`src/rtl/tdpe_pkg.sv`:
```
package tdpe_pkg;

   // default field widths and limits
   localparam int VALUE_BITS_DEF = 31;
   localparam int MAX_COUNT_DEF  = 64;
   localparam int COUNT_BITS     = 7;
   localparam int RESULT_BITS    = 32;

   // divider status seen by the sequencer
   typedef struct packed {
      logic busy;
      logic done;
   } tdpe_div_stat_type;

endpackage

```
`src/rtl/tdpe_if.sv`:
```
interface tdpe_req_if #(
   parameter int VALUE_BITS = tdpe_pkg::VALUE_BITS_DEF
);
   import tdpe_pkg::*;

   logic                  valid;
   logic                  ready;
   logic                  command;
   logic [VALUE_BITS-1:0] value;
   logic [COUNT_BITS-1:0] count;

   modport source (output valid, command, value, count, input ready);
   modport sink   (input valid, command, value, count, output ready);
endinterface

interface tdpe_rsp_if;
   import tdpe_pkg::*;

   logic                   valid;
   logic                   ready;
   logic [RESULT_BITS-1:0] result_value;
   logic                   none_found;
   logic                   is_last;

   modport source (output valid, result_value, none_found, is_last, input ready);
   modport sink   (input valid, result_value, none_found, is_last, output ready);
endinterface

```
`src/rtl/tdpe_divider.sv`:
```
module tdpe_divider #(
   parameter int W = tdpe_pkg::VALUE_BITS_DEF + 2
) (
   input  logic                       clock,
   input  logic                       reset,
   input  logic                       start,
   input  logic [W-1:0]               dividend,
   input  logic [W-1:0]               divisor,
   output logic [W-1:0]               quotient,
   output logic [W-1:0]               remainder,
   output tdpe_pkg::tdpe_div_stat_type stat
);
   import tdpe_pkg::*;

   localparam int CW = $clog2(W + 1);

   // restoring division, one quotient bit per cycle
   logic [W:0]    rem_ff, rem_in;
   logic [W-1:0]  quo_ff, quo_in;
   logic [W-1:0]  dsr_ff, dsr_in;
   logic [CW-1:0] cnt_ff, cnt_in;
   logic          busy_ff, busy_in;
   logic          done_ff, done_in;
   logic [W:0]    rem_sh;
   logic [W+1:0]  diff;

   always_comb begin
      rem_sh  = {rem_ff[W-1:0], quo_ff[W-1]};
      diff    = {1'b0, rem_sh} - {2'b00, dsr_ff};
      rem_in  = rem_ff;
      quo_in  = quo_ff;
      dsr_in  = dsr_ff;
      cnt_in  = cnt_ff;
      busy_in = busy_ff;
      done_in = 1'b0;
      if (start) begin
         rem_in  = '0;
         quo_in  = dividend;
         dsr_in  = divisor;
         cnt_in  = CW'(W);
         busy_in = 1'b1;
      end else if (busy_ff) begin
         if (!diff[W+1]) begin
            rem_in = diff[W:0];
            quo_in = {quo_ff[W-2:0], 1'b1};
         end else begin
            rem_in = rem_sh;
            quo_in = {quo_ff[W-2:0], 1'b0};
         end
         cnt_in = cnt_ff - 1'b1;
         if (cnt_ff == CW'(1)) begin
            busy_in = 1'b0;
            done_in = 1'b1;
         end
      end
   end

   always_ff @(posedge clock) begin
      if (reset) begin
         cnt_ff  <= '0;
         busy_ff <= 1'b0;
         done_ff <= 1'b0;
      end else begin
         cnt_ff  <= cnt_in;
         busy_ff <= busy_in;
         done_ff <= done_in;
      end
   end

   always_ff @(posedge clock) begin
      rem_ff <= rem_in;
      quo_ff <= quo_in;
      dsr_ff <= dsr_in;
   end

   assign quotient    = quo_ff;
   assign remainder   = rem_ff[W-1:0];
   assign stat.busy   = busy_ff;
   assign stat.done   = done_ff;

endmodule

```
`src/rtl/trial_division_prime_engine_core.sv`:
```
// Cost: every trial division runs through a bit-serial divider of width W = VALUE_BITS+2,
// with sequencing around each one, so the work for an item grows with the number of trial
// divisions (about sqrt(value) per factor search or per prime tested).
// Throughput: one item at a time; the next request is taken once the last result is loaded.
// Reset: synchronous, active high; clears the sequencer, divider control and output valid.
module trial_division_prime_engine_core #(
   parameter int VALUE_BITS = tdpe_pkg::VALUE_BITS_DEF,
   parameter int MAX_COUNT  = tdpe_pkg::MAX_COUNT_DEF
) (
   input logic       clock,
   input logic       reset,
   tdpe_req_if.sink  req_chan,
   tdpe_rsp_if.source rsp_chan
);
   import tdpe_pkg::*;

   // Working width: next-primes search may run past 2^VALUE_BITS, two spare bits cover it.
   localparam int W = VALUE_BITS + 2;
   localparam logic [W-1:0] ONE = W'(1);
   localparam logic [W-1:0] TWO = W'(2);
   localparam logic [W-1:0] FOUR = W'(4);

   typedef enum logic [2:0] {
      S_IDLE,   // waiting for a request transfer
      S_FDIV,   // factor mode: waiting on the divider
      S_FEMIT,  // factor mode: new factor found, shuffle through the hold register
      S_FLAST,  // factor mode: final result (or none found)
      S_PDIV,   // next-primes: waiting on the divider
      S_PEMIT   // next-primes: candidate proved prime, send it
   } state_type;

   state_type              state_ff, state_in;
   logic [W-1:0]           m_ff, m_in;        // remainder being factored / prime candidate
   logic [W-1:0]           d_ff, d_in;        // trial divisor
   logic [W-1:0]           val_ff, val_in;    // original value in factor mode
   logic [W-1:0]           pend_ff, pend_in;  // factor held back until we know if it is last
   logic                   pend_valid_ff, pend_valid_in;
   logic                   strip_ff, strip_in; // dividing out repeats of a found factor
   logic                   fin_ff, fin_in;     // trial loop finished, leftover is a factor
   logic [COUNT_BITS-1:0]  left_ff, left_in;   // primes still to send
   logic                   start_ff, start_in;
   logic                   out_valid_ff, out_valid_in;
   logic [RESULT_BITS-1:0] out_value_ff, out_value_in;
   logic                   out_none_ff, out_none_in;
   logic                   out_last_ff, out_last_in;

   logic [W-1:0]           div_quo;
   logic [W-1:0]           div_rem;
   tdpe_div_stat_type      div_stat;
   logic                   out_free;
   logic [W-1:0]           d_inc;
   logic [W-1:0]           req_val;
   logic [COUNT_BITS-1:0]  req_cnt;

   // Shared divider: operands sampled from m_ff / d_ff on the start pulse.
   tdpe_divider #(
      .W (W)
   ) u_divider (
      .clock     (clock),
      .reset     (reset),
      .start     (start_ff),
      .dividend  (m_ff),
      .divisor   (d_ff),
      .quotient  (div_quo),
      .remainder (div_rem),
      .stat      (div_stat)
   );

   // Output register loads when empty or when its content is transferred this cycle.
   assign out_free = !out_valid_ff || rsp_chan.ready;
   assign d_inc    = d_ff + ONE;
   assign req_val  = W'(req_chan.value);
   // count saturates at MAX_COUNT
   assign req_cnt  = (req_chan.count > COUNT_BITS'(MAX_COUNT)) ?
                     COUNT_BITS'(MAX_COUNT) : req_chan.count;

   always_comb begin
      state_in      = state_ff;
      m_in          = m_ff;
      d_in          = d_ff;
      val_in        = val_ff;
      pend_in       = pend_ff;
      pend_valid_in = pend_valid_ff;
      strip_in      = strip_ff;
      fin_in        = fin_ff;
      left_in       = left_ff;
      start_in      = 1'b0;
      out_valid_in  = out_valid_ff && !rsp_chan.ready;
      out_value_in  = out_value_ff;
      out_none_in   = out_none_ff;
      out_last_in   = out_last_ff;

      case (state_ff)
         S_IDLE: begin
            if (req_chan.valid) begin
               d_in = TWO;
               if (!req_chan.command) begin
                  val_in        = req_val;
                  m_in          = req_val;
                  pend_valid_in = 1'b0;
                  strip_in      = 1'b0;
                  fin_in        = 1'b0;
                  if (req_val < FOUR) begin
                     state_in = S_FLAST;
                  end else begin
                     start_in = 1'b1;
                     state_in = S_FDIV;
                  end
               end else begin
                  left_in = req_cnt;
                  // smallest prime above 0 or 1 is 2
                  m_in    = (req_val < TWO) ? TWO : req_val + ONE;
                  if (req_cnt != '0) begin
                     start_in = 1'b1;
                     state_in = S_PDIV;
                  end
               end
            end
         end

         S_FDIV: begin
            if (div_stat.done) begin
               if (strip_ff) begin
                  // keep dividing out d until it no longer goes
                  if (div_rem == '0) begin
                     m_in = div_quo;
                  end else begin
                     strip_in = 1'b0;
                     d_in     = d_inc;
                  end
                  start_in = 1'b1;
               end else if (d_ff > div_quo) begin
                  // d*d > m: trial loop over; a leftover above 1, unless it is the value itself, is the largest factor
                  fin_in = 1'b1;
                  if (m_ff > ONE && m_ff != val_ff) begin
                     state_in = S_FEMIT;
                  end else begin
                     state_in = S_FLAST;
                  end
               end else if (div_rem == '0) begin
                  m_in     = div_quo;
                  strip_in = 1'b1;
                  fin_in   = 1'b0;
                  state_in = S_FEMIT;
               end else begin
                  d_in     = d_inc;
                  start_in = 1'b1;
               end
            end
         end

         S_FEMIT: begin
            // previous held factor is not the last one: push it out, hold the new one
            if (!pend_valid_ff || out_free) begin
               if (pend_valid_ff) begin
                  out_valid_in = 1'b1;
                  out_value_in = RESULT_BITS'(pend_ff);
                  out_none_in  = 1'b0;
                  out_last_in  = 1'b0;
               end
               pend_in       = fin_ff ? m_ff : d_ff;
               pend_valid_in = 1'b1;
               if (fin_ff) begin
                  state_in = S_FLAST;
               end else begin
                  start_in = 1'b1;
                  state_in = S_FDIV;
               end
            end
         end

         S_FLAST: begin
            if (out_free) begin
               out_valid_in  = 1'b1;
               out_last_in   = 1'b1;
               out_none_in   = !pend_valid_ff;
               out_value_in  = pend_valid_ff ? RESULT_BITS'(pend_ff) : '0;
               pend_valid_in = 1'b0;
               state_in      = S_IDLE;
            end
         end

         S_PDIV: begin
            if (div_stat.done) begin
               if (d_ff > div_quo) begin
                  state_in = S_PEMIT;
               end else if (div_rem == '0) begin
                  // composite: move to the next candidate
                  m_in     = m_ff + ONE;
                  d_in     = TWO;
                  start_in = 1'b1;
               end else begin
                  d_in     = d_inc;
                  start_in = 1'b1;
               end
            end
         end

         S_PEMIT: begin
            if (out_free) begin
               out_valid_in = 1'b1;
               out_value_in = RESULT_BITS'(m_ff);
               out_none_in  = 1'b0;
               out_last_in  = (left_ff == COUNT_BITS'(1));
               left_in      = left_ff - 1'b1;
               if (left_ff == COUNT_BITS'(1)) begin
                  state_in = S_IDLE;
               end else begin
                  m_in     = m_ff + ONE;
                  d_in     = TWO;
                  start_in = 1'b1;
                  state_in = S_PDIV;
               end
            end
         end

         default: begin
            state_in = S_IDLE;
         end
      endcase
   end

   always_ff @(posedge clock) begin
      if (reset) begin
         state_ff      <= S_IDLE;
         pend_valid_ff <= 1'b0;
         strip_ff      <= 1'b0;
         fin_ff        <= 1'b0;
         left_ff       <= '0;
         start_ff      <= 1'b0;
         out_valid_ff  <= 1'b0;
      end else begin
         state_ff      <= state_in;
         pend_valid_ff <= pend_valid_in;
         strip_ff      <= strip_in;
         fin_ff        <= fin_in;
         left_ff       <= left_in;
         start_ff      <= start_in;
         out_valid_ff  <= out_valid_in;
      end
   end

   always_ff @(posedge clock) begin
      m_ff         <= m_in;
      d_ff         <= d_in;
      val_ff       <= val_in;
      pend_ff      <= pend_in;
      out_value_ff <= out_value_in;
      out_none_ff  <= out_none_in;
      out_last_ff  <= out_last_in;
   end

   // Request transfer only while idle; results leave through the output register.
   assign req_chan.ready        = (state_ff == S_IDLE);
   assign rsp_chan.valid        = out_valid_ff;
   assign rsp_chan.result_value = out_value_ff;
   assign rsp_chan.none_found   = out_none_ff;
   assign rsp_chan.is_last      = out_last_ff;

   // divider is never restarted mid-division
   a_start_idle: assert property (@(posedge clock) disable iff (reset)
      start_ff |-> !div_stat.busy)
      else $error("divider started while busy");

   // a none-found item is always the only and last one, with a zero value
   a_none_form: assert property (@(posedge clock) disable iff (reset)
      (out_valid_ff && out_none_ff) |-> (out_last_ff && out_value_ff == '0))
      else $error("malformed none-found result");

   // prime search only runs with primes still owed
   a_pdiv_left: assert property (@(posedge clock) disable iff (reset)
      (state_ff == S_PDIV || state_ff == S_PEMIT) |-> (left_ff != '0))
      else $error("prime search with zero count left");

   // a held factor only exists inside a factor run
   a_pend_factor: assert property (@(posedge clock) disable iff (reset)
      pend_valid_ff |->
         (state_ff == S_FDIV || state_ff == S_FEMIT || state_ff == S_FLAST))
      else $error("held factor outside factor mode");

endmodule
```
`src/flat_wrapper.sv`:
```
// flat-port wrapper written by rule: the top's interface ports become plain ports
module trial_division_prime_engine_core_flat import tdpe_pkg::*;
#(
   parameter int VALUE_BITS = tdpe_pkg::VALUE_BITS_DEF,
   parameter int MAX_COUNT  = tdpe_pkg::MAX_COUNT_DEF
)
  (clock, reset, req_chan_valid, req_chan_command, req_chan_value, req_chan_count, req_chan_ready, rsp_chan_valid, rsp_chan_result_value, rsp_chan_none_found, rsp_chan_is_last, rsp_chan_ready);
  tdpe_req_if #(.VALUE_BITS(VALUE_BITS)) req_chan_i ();
  tdpe_rsp_if rsp_chan_i ();
  input logic clock;
  input logic reset;
  input wire logic [$bits(req_chan_i.valid)-1:0] req_chan_valid;
  input wire logic [$bits(req_chan_i.command)-1:0] req_chan_command;
  input wire logic [$bits(req_chan_i.value)-1:0] req_chan_value;
  input wire logic [$bits(req_chan_i.count)-1:0] req_chan_count;
  output wire logic [$bits(req_chan_i.ready)-1:0] req_chan_ready;
  output wire logic [$bits(rsp_chan_i.valid)-1:0] rsp_chan_valid;
  output wire logic [$bits(rsp_chan_i.result_value)-1:0] rsp_chan_result_value;
  output wire logic [$bits(rsp_chan_i.none_found)-1:0] rsp_chan_none_found;
  output wire logic [$bits(rsp_chan_i.is_last)-1:0] rsp_chan_is_last;
  input wire logic [$bits(rsp_chan_i.ready)-1:0] rsp_chan_ready;
  assign req_chan_i.valid = req_chan_valid;
  assign req_chan_i.command = req_chan_command;
  assign req_chan_i.value = req_chan_value;
  assign req_chan_i.count = req_chan_count;
  assign req_chan_ready = req_chan_i.ready;
  assign rsp_chan_valid = rsp_chan_i.valid;
  assign rsp_chan_result_value = rsp_chan_i.result_value;
  assign rsp_chan_none_found = rsp_chan_i.none_found;
  assign rsp_chan_is_last = rsp_chan_i.is_last;
  assign rsp_chan_i.ready = rsp_chan_ready;
  trial_division_prime_engine_core #(.VALUE_BITS(VALUE_BITS), .MAX_COUNT(MAX_COUNT)) u_core (.clock(clock), .reset(reset), .req_chan(req_chan_i), .rsp_chan(rsp_chan_i));
endmodule
```
`config.mk`:
```
export PLATFORM = sky130hd
export DESIGN_NAME = trial_division_prime_engine_core_flat
export DESIGN_NICKNAME = d
export VERILOG_FILES = /design/src/rtl/tdpe_pkg.sv /design/src/rtl/tdpe_if.sv /design/src/rtl/tdpe_divider.sv /design/src/rtl/trial_division_prime_engine_core.sv /design/src/flat_wrapper.sv
export SDC_FILE = /design/constraint.sdc
export NUM_CORES = 1
export LEC_CHECK = 0
export BUFFER_PORTS_ARGS = -buffer_cell sky130_fd_sc_hd__buf_2
export CORE_UTILIZATION = 57
export DETAILED_ROUTE_END_ITERATION = 12
export GPL_ROUTABILITY_DRIVEN = 0
export PLACE_DENSITY = 0.75
export SYNTH_ARGS = -nofsm -noshare
export SYNTH_HDL_FRONTEND = slang
export SYNTH_SLANG_ARGS = --single-unit
```
`constraint.sdc`:
```
create_clock -name clock -period 5.3 [get_ports clock]
set_clock_uncertainty 0.2 [all_clocks]
set_input_delay 0.53 -clock clock [delete_from_list [all_inputs] [get_ports clock]]
set_output_delay 0.53 -clock clock [all_outputs]
set_load 0.05 [all_outputs]
```
# Word-level counts from Yosys, hierarchy flattened
# Cells that the tools add are included.
[op_classes]
n_reduce_logical = 29
eq_ne = 25
add_sub_neg = 6
n_lt_le_gt_ge = 5
n_bitwise = 2
n_mux = 104
[op_table]
columns = ["op", "n"]
rows = [
  ["two-way mux 33 bit", 25],
  ["one-hot mux 33 bit (4 select lines)", 2],
  ["two-way mux 32 bit", 6],
  ["one-hot mux 32 bit (3 select lines)", 1],
  ["adder 33 x 1 -> 33 bit (second input constant)", 2],
  ["two-way mux 1 bit", 40],
  ["two-way mux 3 bit", 13],
  ["subtractor 34 x 33 -> 35 bit", 1],
  ["> comparator 33 x 1 -> 1 bit (second input constant)", 1],
  ["> comparator 33 bit", 1],
  ["logical NOT 33 bit", 1],
  ["!= test 33 x 31 -> 1 bit", 1],
  ["adder 31 x 1 -> 32 bit (second input constant)", 1],
  ["less-than comparator 31 x 2 -> 1 bit (second input constant)", 1],
  ["less-than comparator 31 x 3 -> 1 bit (second input constant)", 1],
  ["two-way mux 7 bit", 4],
  ["one-hot mux 3 bit (6 select lines)", 1],
  ["!= test 2 bit (second input constant)", 8],
  ["one-hot mux 7 bit (2 select lines)", 1],
  ["two-way mux 6 bit", 2],
  ["!= test 2 x 1 -> 1 bit (second input constant)", 6],
  ["AND reduction 10 bit", 1],
  ["AND reduction 5 bit", 2],
  ["one-hot mux 1 bit (3 select lines)", 3],
  ["other kinds (30)", 46],
]
[totals]
elab_cells = 192
inputBits = 43
regBits = 285
out_inout_bits = 36

# Longest topological paths before layout
# Gate-level depths: netlist of the first run.
[depth]
ltp_word = 7
depth_mapped = 14
mapped_depth_nobuf = 12

# Hierarchy
# From an unflattened synthesis of the first run, not the netlist that was laid out.
[hier_totals]
hier_cells = 1616
area_unflattened_um2 = 16687.3
[by_module_without_submodules]
columns = ["mod", "n_inst", "seq_area_each_um2", "cells_per_inst", "area_each_um2"]
rows = [
  ["trial_division_prime_engine_core", 1, 5195.0, 1007, 10616.4],
  ["tdpe_divider", 1, 2802.7, 609, 6070.8],
]

# Worst setup path before layout of the first run
# No wires, ideal clock.
[synth_path]
path_type = "input to register"
startpoint = "input req_chan_command"
endpoint = "register u_core.val_ff[0] (enable)"
required_time_ps = 4603
stages = 3
path_buffers = 1
arrival_ps = 3883
path_slack_ps = 720
setup_time_ps = 497
cell_sequence = "clkbuf_1 -> nand2b_1 -> nor4_1"
[synth_via]
elab_chain_len = 2
[synth_rtl]
columns = ["element", "line_no", "source"]
rows = [
  ["start: declaration", "flat_wrapper.sv:13", "input wire logic [$bits(req_chan_i.command)-1:0] req_chan_command;"],
  ["inverter 1 bit (no line)", "--", ""],
  ["AND reduction 3 bit (no line)", "--", ""],
  ["end signal: assignment", "trial_division_prime_engine_core.sv:246", "val_ff <= val_in;"],
  ["end: declaration", "trial_division_prime_engine_core.sv:35", "logic [W-1:0] val_ff, val_in;"],
]
# Every way passes these cells.
# A chain may end at the register's enable or synchronous reset.

# Worst setup path in the final report of the first run
[layout_path]
startpoint = "register u_core.state_ff[1]"
endpoint = "register u_core.m_ff[22] (enable)"
[layout_via]
elab_chain_len = 3
elab_cells_between_ends = 14
cone_classes = "eq/ne: 11; reduce/logical: 3"
[layout_rtl]
columns = ["element", "line_no", "source"]
rows = [
  ["start: declaration", "trial_division_prime_engine_core.sv:32", "state_type state_ff, state_in;"],
  ["start signal: assignment", "trial_division_prime_engine_core.sv:233", "state_ff <= state_in;"],
  ["equality test 3 x 1 -> 1 bit (tied with other cells)", "trial_division_prime_engine_core.sv:93", "case (state_ff)"],
  ["!= test 3 x 2 -> 1 bit (no line) (tied with other cells)", "--", ""],
  ["AND reduction 9 bit (no line) *", "--", ""],
  ["end signal: assignment", "trial_division_prime_engine_core.sv:244", "m_ff <= m_in;"],
  ["end: declaration", "trial_division_prime_engine_core.sv:33", "logic [W-1:0] m_ff, m_in;"],
]
# Mark *: on every way between the ends. The rest lies on a longest branch, timed or not.

==> results of run 1 <==
-- through the flow --
stage	setup WS (ns)	total power [µW]
after floorplan	0.720	7920
after global placement	1.50	9060
after detailed placement	1.44	9200
after CTS	1.41	11500
after global routing	1.11	12200
final	1.30	11500
-- layer usage --
metal | vias to the layer above | track usage [%]
met1 | 6187 | 39.4
met2 | 574 | 46.6
li1 | 6052 | -
met5 | - | 0
met4 | 0 | 9.39
met3 | 91 | 4.78
-- flip-flops by register name (all words and copies together), names as in the netlist --
signal and count:
u_core.start_ff 1, u_core.state_ff 3, u_core.rsp_chan.valid 1, u_core.strip_ff 1, u_core.u_divider.busy_ff 1, u_core.val_ff 31, u_core.fin_ff 1, u_core.rsp_chan.result_value 32
u_core.u_divider.rem_ff 33, u_core.d_ff 33, u_core.rsp_chan.is_last 1, u_core.u_divider.dsr_ff 33, u_core.u_divider.cnt_ff 6, u_core.left_ff 7, u_core.m_ff 33, u_core.pend_ff 32
u_core.u_divider.quotient 33, u_core.pend_valid_ff 1, u_core.u_divider.done_ff 1, u_core.rsp_chan.none_found 1
-- layout make-up --
type	count	area, µm²
fillers	2215	9700
flip-flops and latches	285	8000
multi-input cells	1154	7810
clock buffers	31	754
repair buffers	113	713
well taps	378	473
inverters	90	338
clock inverters	25	292
-- power groups by stage --
stage / Clock [µW] / Sequential [µW] / Combinational [µW]
after floorplan: 0 / 4000 / 3920
after global placement: 0 / 4550 / 4510
after detailed placement: 0 / 4580 / 4620
after CTS: 2240 / 4540 / 4680
after global routing: 2330 / 4650 / 5260
final: 2210 / 4580 / 4760
-- cells in the final DEF (no fill, tap or decap), types with 8 or more instances in the layout --
cell	Yosys	routed
a211oi_1	28	28
a21o_1	14	14
a21oi_1	66	64
a22o_1	31	31
a22oi_1	18	18
a311oi_2	8	8
and2_1	8	8
and3_1	16	16
and4_1	10	10
buf_2	2	78
buf_4	0	11
clkbuf_16	0	30
dfxtp_1	56	54
dlygate4sd3_1	0	24
edfxtp_1	229	229
ha_1	74	74
inv_1	89	89
mux2_2	35	35
mux2i_1	17	17
nand2_1	142	142
nand2b_1	12	12
nand3_1	47	47
nand4_1	37	37
nor2_1	144	140
nor3_1	40	40
nor4_1	27	26
o211ai_1	10	10
o21a_1	9	9
o21ai_0	100	100
o221ai_1	15	15
xnor2_1	79	79
xor2_1	74	74
-- cells by family after synthesis --
kind of cell,Yosys count,share of synthesized area [%]
xor gates and xnor gates,153,8.13
muxes,52,3.43
DFF,285,48.5
and+or+nand+nor,524,15.3
adders and majority gates,75,5.74
buffers and inverters,180,4.36
AOI/OAI and AO/OA,350,14.4
-- worst min-delay path by stage --
stage / from / endpoint / slack, ns / cells after the start
final: req_chan_value[12] / u_core.val_ff[12] / 0.03 / 1
after global placement: u_core.d_ff[32] / u_core.u_divider.dsr_ff[32] / 0.27 / 0
after detailed placement: u_core.u_divider.cnt_ff[1] / u_core.u_divider.cnt_ff[1] / 0.29 / 2
after CTS: req_chan_value[12] / u_core.val_ff[12] / 0.002 / 1
after global routing: req_chan_value[21] / u_core.val_ff[21] / 0.01 / 1
after floorplan: u_core.d_ff[32] / u_core.u_divider.dsr_ff[32] / 0.26 / 0
-- what timing repair did --
action,CTS,global route
endpoints found under the hold margin,24,0
hold buffers,24,0
resized for setup,0,0
==> results.md, run 1 <==
* Status: complete, no violations
* Gate power share at 41.2%
* Yosys top cell by area: edfxtp_1
* Largest cells by area after synthesis: edfxtp_1, dfxtp_1, ha_1
* Most common cell in the synthesized netlist: edfxtp_1
* Post-Layout Inst Area at 18,400 µm²
* Slowest cell on the critical path: a21oi_4
* Remaining DRCs at 0
* Syn Nets at 1,737
* WP data required at 5.30 ns
* Syn avg cell area at 10.2 µm²
* Dpl hpwl at 29,100 µm
* Post-Synthesis Cells at 1,619
* GRT Total Usage at 28.8%
* Switch share at 42.1%
* Met2 routed WL at 19,600 µm
* Worst Path Arrival at 4.00 ns
* Startpoint types: flip-flop
* FF-to-FF setup slack at 1.30 ns
* Crit path kind: flip-flop to flip-flop
* Cell variety after synth at 74
* Dpl cells at 1,996
* Number of synthesized flops with an enable pin at 229
* Synthesized area at 16,500 µm²
* Top_reg_cell synth: edfxtp_1
* Worst reg2reg endpoint: u_core.m_ff[22]
* RR Startpoint: u_core.state_ff[1]
* Levels on crit path at 6
* # diodes at 0
* H-tree depth at 1
* Initial antenna violation count at 0
* DRT Wirelength at 42,100 µm
* Final hold vios at 0
* Ys async rst share at 0%
* Critical path peak fanout at 33
* Row count at 61
* Via density at 6.22
* Seq/Total Area, Yosys at 48.5%
* Worst-Skew Late Latency at 0.58 ns
* Core area at 28,100 µm²
* FF+latch count, synth at 285
* Starting density of the core at 58.7%
* Max VDD drop at 407 µV
* Internal power at 6680 µW
* RSZ-0062 raised after global routing: false
* Sum Neg Setup Slack at 0 ns
* WL met3 at 3410 µm
* Worst Tran Pin Value at 1.18 ns
* Achievable frequency at 0.250 GHz
* Top layer reached by signal wires: met4
* Dpl cell area at 17,100 µm²
* CP dominant cell by count: nand2_1
* Post-synth top cells: edfxtp_1, nor2_1, nand2_1
* Hold WC Path Type: input port to flip-flop
* Fraction of layout cells with a size suffix above 1 at 12.4%
* Synth top area share at 41.7%
* Synth warn at 0
* Min Hold Slack at 0.0280 ns
* Die X at 172 µm
* I/O pins at 79
* Die area at 29,600 µm²
* TritonCTS clock tree: built
* Wire length on met1 at 17,900 µm
* Critical path launch point: u_core.state_ff[1]
* Final net count at 1,792
* R2R depth at 6
* Post-CTS setup buffers at 0
* Initial detailed-routing violation count at 1,396
* Final min period at 4.00 ns
* Clock Tree Root: clkbuf_16
* Final Setup Violations at 0
* Clock transition at the registers of the reported paths at 0.06 ns
* CP Capture Point: u_core.m_ff[22]
* Endpoint type of the worst setup path: flip-flop
* Final Cycle Share at 75.5%
* Clock Power Share at 19.2%
* Crit path cell chain: clkinv_1, nand2_1, nor2_2, nand2_1, o2111ai_1, a21oi_4
* Cell Pwr Density at 628 nW/µm²
* Vias in the first global route at 12,100
* CP bufs+invs at 1
* Largest net degree at the start of global routing at 96
* Fin util at 65.5%
* DR pass1 iterations at 5
* Sink Count at 285
* First-pass GRT wire length at 65,800 µm
* Crit-path max cell delay at 0.91 ns
* Max Root-Sink Buffers at 3
* Sw Pwr at 4860 µW
* Fin. max-slew vios at 0
* IO Port Bufs at 78
* Post-route insts no fill at 2,076
* Chip height at 172 µm
* Vias at 12,900
* Num CTS Buffers at 30
* Flop pwr share at 39.6%
* Routed Antenna Nets at 0
* CP top delay family: compound AO/OA/AOI/OAI gates
* Max-cap violations at 0
* Remaining global-route overflow at 0
* Area grow syn2layout at 11.6%
* DR WL/cell at 20.3 µm
* Leak Pwr at 0.00674 µW
* Slew headroom at 21.1%
Power figures use the tool's default switching activity.
==> run 2: changes to the inputs <==
Settings changed: ABC_AREA from default to 1.
Clock period 5.3 ns to 3.85 ns, I/O delays scaled along.
==> run 2 against run 1 <==
  * Maximum frequency increased by 18%
  * Final cell count increased by 30%
  * Final area increased by 9.3%
  * Combinational power increased by 10%
  * Register-to-register slack got worse by 0.83 ns
  * Critical path type unchanged
  * Largest power group is now registers
  * Highest routed layer unchanged
==> results.md, run 2 <==
* Final Cycle Share at 87.7% (+12 points)
* Endpoint type of the worst setup path: flip-flop
* Worst Tran Pin Value at 0.842 ns (-0.338 ns)
* Fill cell count at 2,467 (+11%)
* Initial detailed-routing violation count at 1,816 (+30%)
* Top_reg_cell synth: edfxtp_1
* Yosys top cell by area: edfxtp_1
* Largest cells by area after synthesis: edfxtp_1, nand2_1, inv_1
* IO Port Bufs at 78 (unchanged)
* Synth top area share at 38.9% (-2.8 points)
* Min Hold Slack at 0.0382 ns (+0.0103 ns)
* Cell variety after synth at 60 (-19%)
* Final hold vios at 0 (unchanged)
* Crit path kind: flip-flop to flip-flop
* Sum Neg Setup Slack at 0 ns (unchanged)
* Power Total at 14,300 µW (+24%)
* Crit-path max cell delay at 0.50 ns (-0.41 ns)
* CP top delay family: simple AND/OR/NAND/NOR gates
* Chip height at 178 µm (+3.5%)
* Critical path peak fanout at 33 (unchanged)
* Ys async rst share at 0% (unchanged)
* WP data required at 3.86 ns (-1.44 ns)
* Synth warn at 0 (unchanged)
* FF+latch count, synth at 285 (unchanged)
* Slew headroom at 43.9% (+23 points)
* Seq/Total Area, Yosys at 45.3% (-3.3 points)
* Die area at 31,700 µm² (+7.2%)
* Routed Antenna Nets at 0 (unchanged)
* H-tree depth at 2 (+1)
* Worst-Skew Late Latency at 0.53 ns (-0.05 ns)
* Leak Pwr at 0.00855 µW (+27%)
* Dpl cells at 2,606 (+31%)
* Area grow syn2layout at 13.7%
* Vias at 15,800 (+23%)
* Post-Synthesis Cells at 2,166 (+34%)
* TritonCTS clock tree: built
* I/O pins at 79 (unchanged)
* Initial antenna violation count at 0 (unchanged)
* CP dominant cell by count: nand2_1
* Starting density of the core at 57.9% (-0.73 points)
* Multi-input logic area at 8150 µm² (+4.3%)
* DR WL/cell at 18.4 µm (-9.2%)
* Max-cap violations at 0 (unchanged)
* Most common cell after layout, fill and taps aside: nand2_1
* First-pass GRT wire length at 77,500 µm (+18%)
* Most frequent cells in the layout: nand2_1, inv_1, edfxtp_1
* Remaining DRCs at 0 (unchanged)
* Largest net degree at the start of global routing at 59 (-39%)
* Sink Count at 285 (unchanged)
* # diodes at 0 (unchanged)
* CP bufs+invs at 1 (unchanged)
* Number of synthesized flops with an enable pin at 229 (unchanged)
* DR pass1 iterations at 6 (+1)
* Final min period at 3.38 ns (-0.622 ns)
* Synthesized area at 17,700 µm² (+7.3%)
* Slowest cell on the critical path: edfxtp_1
* Fin. max-slew vios at 0 (unchanged)
* Row count at 64 (+4.9%)
* Worst Path Arrival at 3.39 ns (-0.61 ns)
* Clock transition at the registers of the reported paths at 0.06 ns (about the same)
* Remaining global-route overflow at 0 (unchanged)
* Achievable frequency at 0.296 GHz (+18%)
* Core area at 30,500 µm² (+8.6%)
* Max Root-Sink Buffers at 3 (unchanged)
* Post-route insts no fill at 2,699 (+30%)
* Via density at 5.86 (-5.7%)
* Syn Nets at 2,284 (+31%)
* Hold WC Path Type: input port to flip-flop
* Clock Tree Root: clkbuf_16
* Status: complete, no violations
* Dpl hpwl at 37,000 µm (+27%)
* Final net count at 2,397 (+34%)
* RSZ-0062 raised after global routing: false
* Syn avg cell area at 8.16 µm² (-20%)
* Vias in the first global route at 14,900 (+23%)
* Crit path cell chain: ha_1, nand2_1, nor2_1, nand2_1, nor3_1, nand3_1, nand2_1, nor3_1, or2_2, a21oi_4, buf_12
* Post-synth top cells: nand2_1, inv_1, edfxtp_1
* Die X at 178 µm (+3.5%)
* Num CTS Buffers at 34 (+13%)
* Max VDD drop at 410 µV (+0.77%)
* Startpoint types: flip-flop
* DRT Wirelength at 49,700 µm (+18%)
* Cell Pwr Density at 710 nW/µm² (+13%)
* Most common cell in the synthesized netlist: nand2_1
* GRT Total Usage at 31.6% (+2.8 points)
* Fraction of layout cells with a size suffix above 1 at 10.2% (-2.2 points)
* Final Setup Violations at 0 (unchanged)
* Register area at 8000 µm² (about the same)
==> run 2: power by group <==
group	total [µW]	internal, µW	switching, µW
clock network	3500	2190	1310
logic	5250	1570	3670
registers	5520	4610	903
==> run 2: layout make-up <==
cell class,count,area share [%]
clock buffer,38,4.36
clock inverter,22,1.67
inverter,353,6.59
multi-input combinational,1473,40.5
sequential,285,39.8
tap,396,2.47
timing repair buffer,132,4.56
==> run 2: worst paths after layout <==
| path | start | endpoint | slack, ns | cells past startpoint |
|---|---|---|---|---|
| hold reg to reg | u_core.u_divider.rem_ff[32] | u_core.u_divider.rem_ff[32] | 0.29 | 2 |
| setup reg to reg | u_core.d_ff[7] | u_core.m_ff[0] | 0.47 | 11 |
| hold / removal | reset | u_core.state_ff[1] | 0.04 | 2 |
| setup / recovery | u_core.d_ff[7] | u_core.m_ff[0] | 0.47 | 11 |
==> run 2: layer usage <==
metal	vias to the layer above	wire length [µm]	track usage, %
met2	770	23200	52.1
li1	7561	-	-
met1	7366	20200	41.9
met5	-	0	0
met4	0	1940	12.7
met3	117	4350	4.16
==> run 2: what timing repair did <==
item,4_1_cts,5_1_grt
resized for setup,0,0
hold buffers,33,0
endpoints found under the setup margin,0,0
endpoints found under the hold margin,33,0
buffers inserted,0,0
==> run 2: logic make-up (layout without fill, tap and decap cells) <==
| logic type | after synthesis | after routing | synth area share [%] |
|---|---|---|---|
| xor gates and xnor gates | 67 | 67 | 3.32 |
| and+or+nand+nor | 926 | 926 | 23.8 |
| buffers and inverters | 408 | 545 | 8.94 |
| AOI/OAI and AO/OA | 405 | 405 | 13.4 |
| adders and majority gates | 75 | 75 | 5.35 |
| DFF | 285 | 285 | 45.3 |
==> run 2: through the flow <==
| stage | util [%] | instance area (µm²) | worst slack [ns] |
|---|---|---|---|
| floorplan | - | 17700 | 0.0109 |
| global placement | 60.8 | 18600 | 0.632 |
| detailed placement | 60.8 | 18600 | 0.577 |
| CTS | 65.9 | 20100 | 0.526 |
| global route | 65.9 | 20100 | 0.288 |
| finish | 65.9 | 20100 | 0.472 |
==> run 3: changes to the inputs <==
Settings changed: ABC_AREA 1 to default, CTS_BUF_LIST from default to sky130_fd_sc_hd__clkbuf_4 sky130_fd_sc_hd__clkbuf_8.
==> run 3 against run 2 <==
  * Non-clock buffer count rose by 15
  * Utilization rose by 0.26 points
  * Clock power shrank 26%
  * Combinational power rose by 34%
  * First-iteration DRC count decreased by 16%
  * Via count down 17%
  * Sequential power rose by 12%
  * Worst setup slack lost 0.14 ns
  * Flip-flop and latch count is the same
  * Critical path depth grew 1
  * Critical path type unchanged
  * Largest cell class is now registers
  * Largest power group is now combinational cells
==> results.md, run 3 (synthesized netlist as in run 1, its figures left out) <==
* RSZ-0062 raised after global routing: false
* Via density at 6.17 (+5.2%)
* Worst Tran Pin Value at 1.05 ns (+0.207 ns)
* Startpoint types: flip-flop
* Sink Count at 285 (unchanged)
* Worst Path Arrival at 3.81 ns (+0.42 ns)
* Remaining global-route overflow at 0 (unchanged)
* Area grow syn2layout at 12.7%
* Worst-Skew Late Latency at 0.58 ns (+0.05 ns)
* Chip height at 172 µm (-3.4%)
* Row count at 61 (-4.7%)
* GRT Total Usage at 30.0% (-1.6 points)
* Initial detailed-routing violation count at 1,517 (-16%)
* Remaining DRCs at 0 (unchanged)
* Critical path peak fanout at 15 (-55%)
* WP data required at 4.14 ns (+0.28 ns)
* Final min period at 3.52 ns (+0.141 ns)
* Initial antenna violation count at 0 (unchanged)
* DR WL/cell at 20.4 µm (+11%)
* # diodes at 0 (unchanged)
* Cell Pwr Density at 850 nW/µm² (+20%)
* Fraction of layout cells with a size suffix above 1 at 14.7% (+4.5 points)
* DR pass1 iterations at 6 (unchanged)
* Most frequent cells in the layout: edfxtp_1, nand2_1, nor2_1
* Max VDD drop at 416 µV (+1.5%)
* Vias in the first global route at 12,600 (-15%)
* First-pass GRT wire length at 68,300 µm (-12%)
* IO Port Bufs at 78 (unchanged)
* RR Startpoint: u_core.u_divider.quotient[32]
* Critical path launch point: u_core.u_divider.quotient[32]
* Dpl hpwl at 30,100 µm (-19%)
* Clock transition at the registers of the reported paths at 0.06 ns (about the same)
* Final hold vios at 0 (unchanged)
* TritonCTS clock tree: built
* Clock Tree Root: clkbuf_8
* Max Root-Sink Buffers at 3 (unchanged)
* Die X at 172 µm (-3.4%)
* Slew headroom at 29.9% (-14 points)
* Dpl cell area at 17,300 µm² (-6.5%)
* Most common cell after layout, fill and taps aside: edfxtp_1
* Crit path kind: flip-flop to flip-flop
* Achievable frequency at 0.284 GHz (-4.0%)
* Hold Startpoint: rsp_chan_ready
* Post-CTS setup buffers at 0 (unchanged)
* DRT Wirelength at 43,600 µm (-12%)
* Min Hold Slack at 0.0222 ns (-0.0160 ns)
* Status: complete, no violations
* Hold WC Path Type: input port to flip-flop
* Largest net degree at the start of global routing at 133 (+130%)
* Fin. max-slew vios at 0 (unchanged)
* Starting density of the core at 58.7% (+0.73 points)
* Die area at 29,600 µm² (-6.7%)
* Core area at 28,100 µm² (-7.9%)
* H-tree depth at 2 (unchanged)
* Post-Layout Inst Area at 18,600 µm² (-7.6%)
* Endpoint type of the worst setup path: flip-flop
* Final net count at 1,844 (-23%)
* Final Setup Violations at 0 (unchanged)
* Leak Pwr at 0.00689 µW (-19%)
* Sum Neg Setup Slack at 0 ns (unchanged)
* Num CTS Buffers at 48 (+41%)
* Vias at 13,200 (-17%)
* Max-cap violations at 0 (unchanged)
* I/O pins at 79 (unchanged)
* Final Cycle Share at 91.4% (+3.7 points)
* Routed Antenna Nets at 0 (unchanged)
-- run 3: cell count changes in the layout (fill, tap and decap cells not counted), sizes merged, moves of 36 or more --
cell | before | now
nand2 | 469 | 145
inv | 355 | 91
o21ai | 172 | 102
nor2 | 210 | 145
nand3 | 110 | 47
xnor2 | 29 | 79
xor2 | 38 | 74
-- run 3: path summary, 6_finish.rpt --
check                                                   end  slack (ns)  depth (start not counted)
worst max-delay path            u_core.u_divider.rem_ff[28]        0.33                         12
worst min-delay path                  u_core.rsp_chan.valid        0.02                          3
worst max register to register  u_core.u_divider.rem_ff[28]        0.33                         12
worst min register to register   u_core.u_divider.cnt_ff[1]        0.30                          2
-- run 3: power breakdown --
group / internal [µW] / switching, µW / leakage (µW)
clock network: 1350 / 1250 / 0.000477
logic: 2810 / 4220 / 0.00380
registers: 4810 / 1360 / 0.00262
-- run 3: per-layer routing --
metal  vias up  part of all wire, %  global-route usage, %
li1       6174                    -                      -
met4         0                  3.6                   12.3
met2       652                   47                   49.4
met1      6248                   41                   39.3
met3       127                  7.9                   4.85
met5         -                    0                      0
-- run 3: what timing repair did --
item	4_1_cts	5_1_grt
gates resized for setup	0	0
endpoints found under the hold margin	33	0
hold buffers	33	0
-- run 3: final cells by class --
type	count	area [µm²]
inverter	90	338
fill	2181	9510
timing repair buffer	147	1040
tap	378	473
clock inverter	20	95.1
multi-input combinational	1154	7820
sequential	285	8000
clock buffer	67	803
-- run 3: per-stage QoR --
| step | cells | power [µW] | worst slack [ns] | util, % |
|---|---|---|---|---|
| after floorplan | 1619 | 10900 | 0.155 | - |
| after global placement | 2021 | 12800 | 0.509 | 61.8 |
| after detailed placement | 2021 | 13000 | 0.388 | 61.8 |
| after CTS | 2141 | 15700 | 0.364 | 66.1 |
| after global routing | 2141 | 16700 | 0.137 | 66.1 |
| final | 2141 | 15800 | 0.331 | 66.1 |
-- run 3: worst max-delay path, stage by stage (launching register included) --
cell and delay (ns):
edfxtp_1 0.37, inv_1 0.11, ha_1 0.22, fa_1 0.40, nand2b_1 0.18, a21oi_1 0.27
or2_2 0.19, a31oi_2 0.15, o2111a_2 0.39, nor2_8 0.27, o311ai_1 0.19, a211o_1 0.27
a311oi_2 0.22
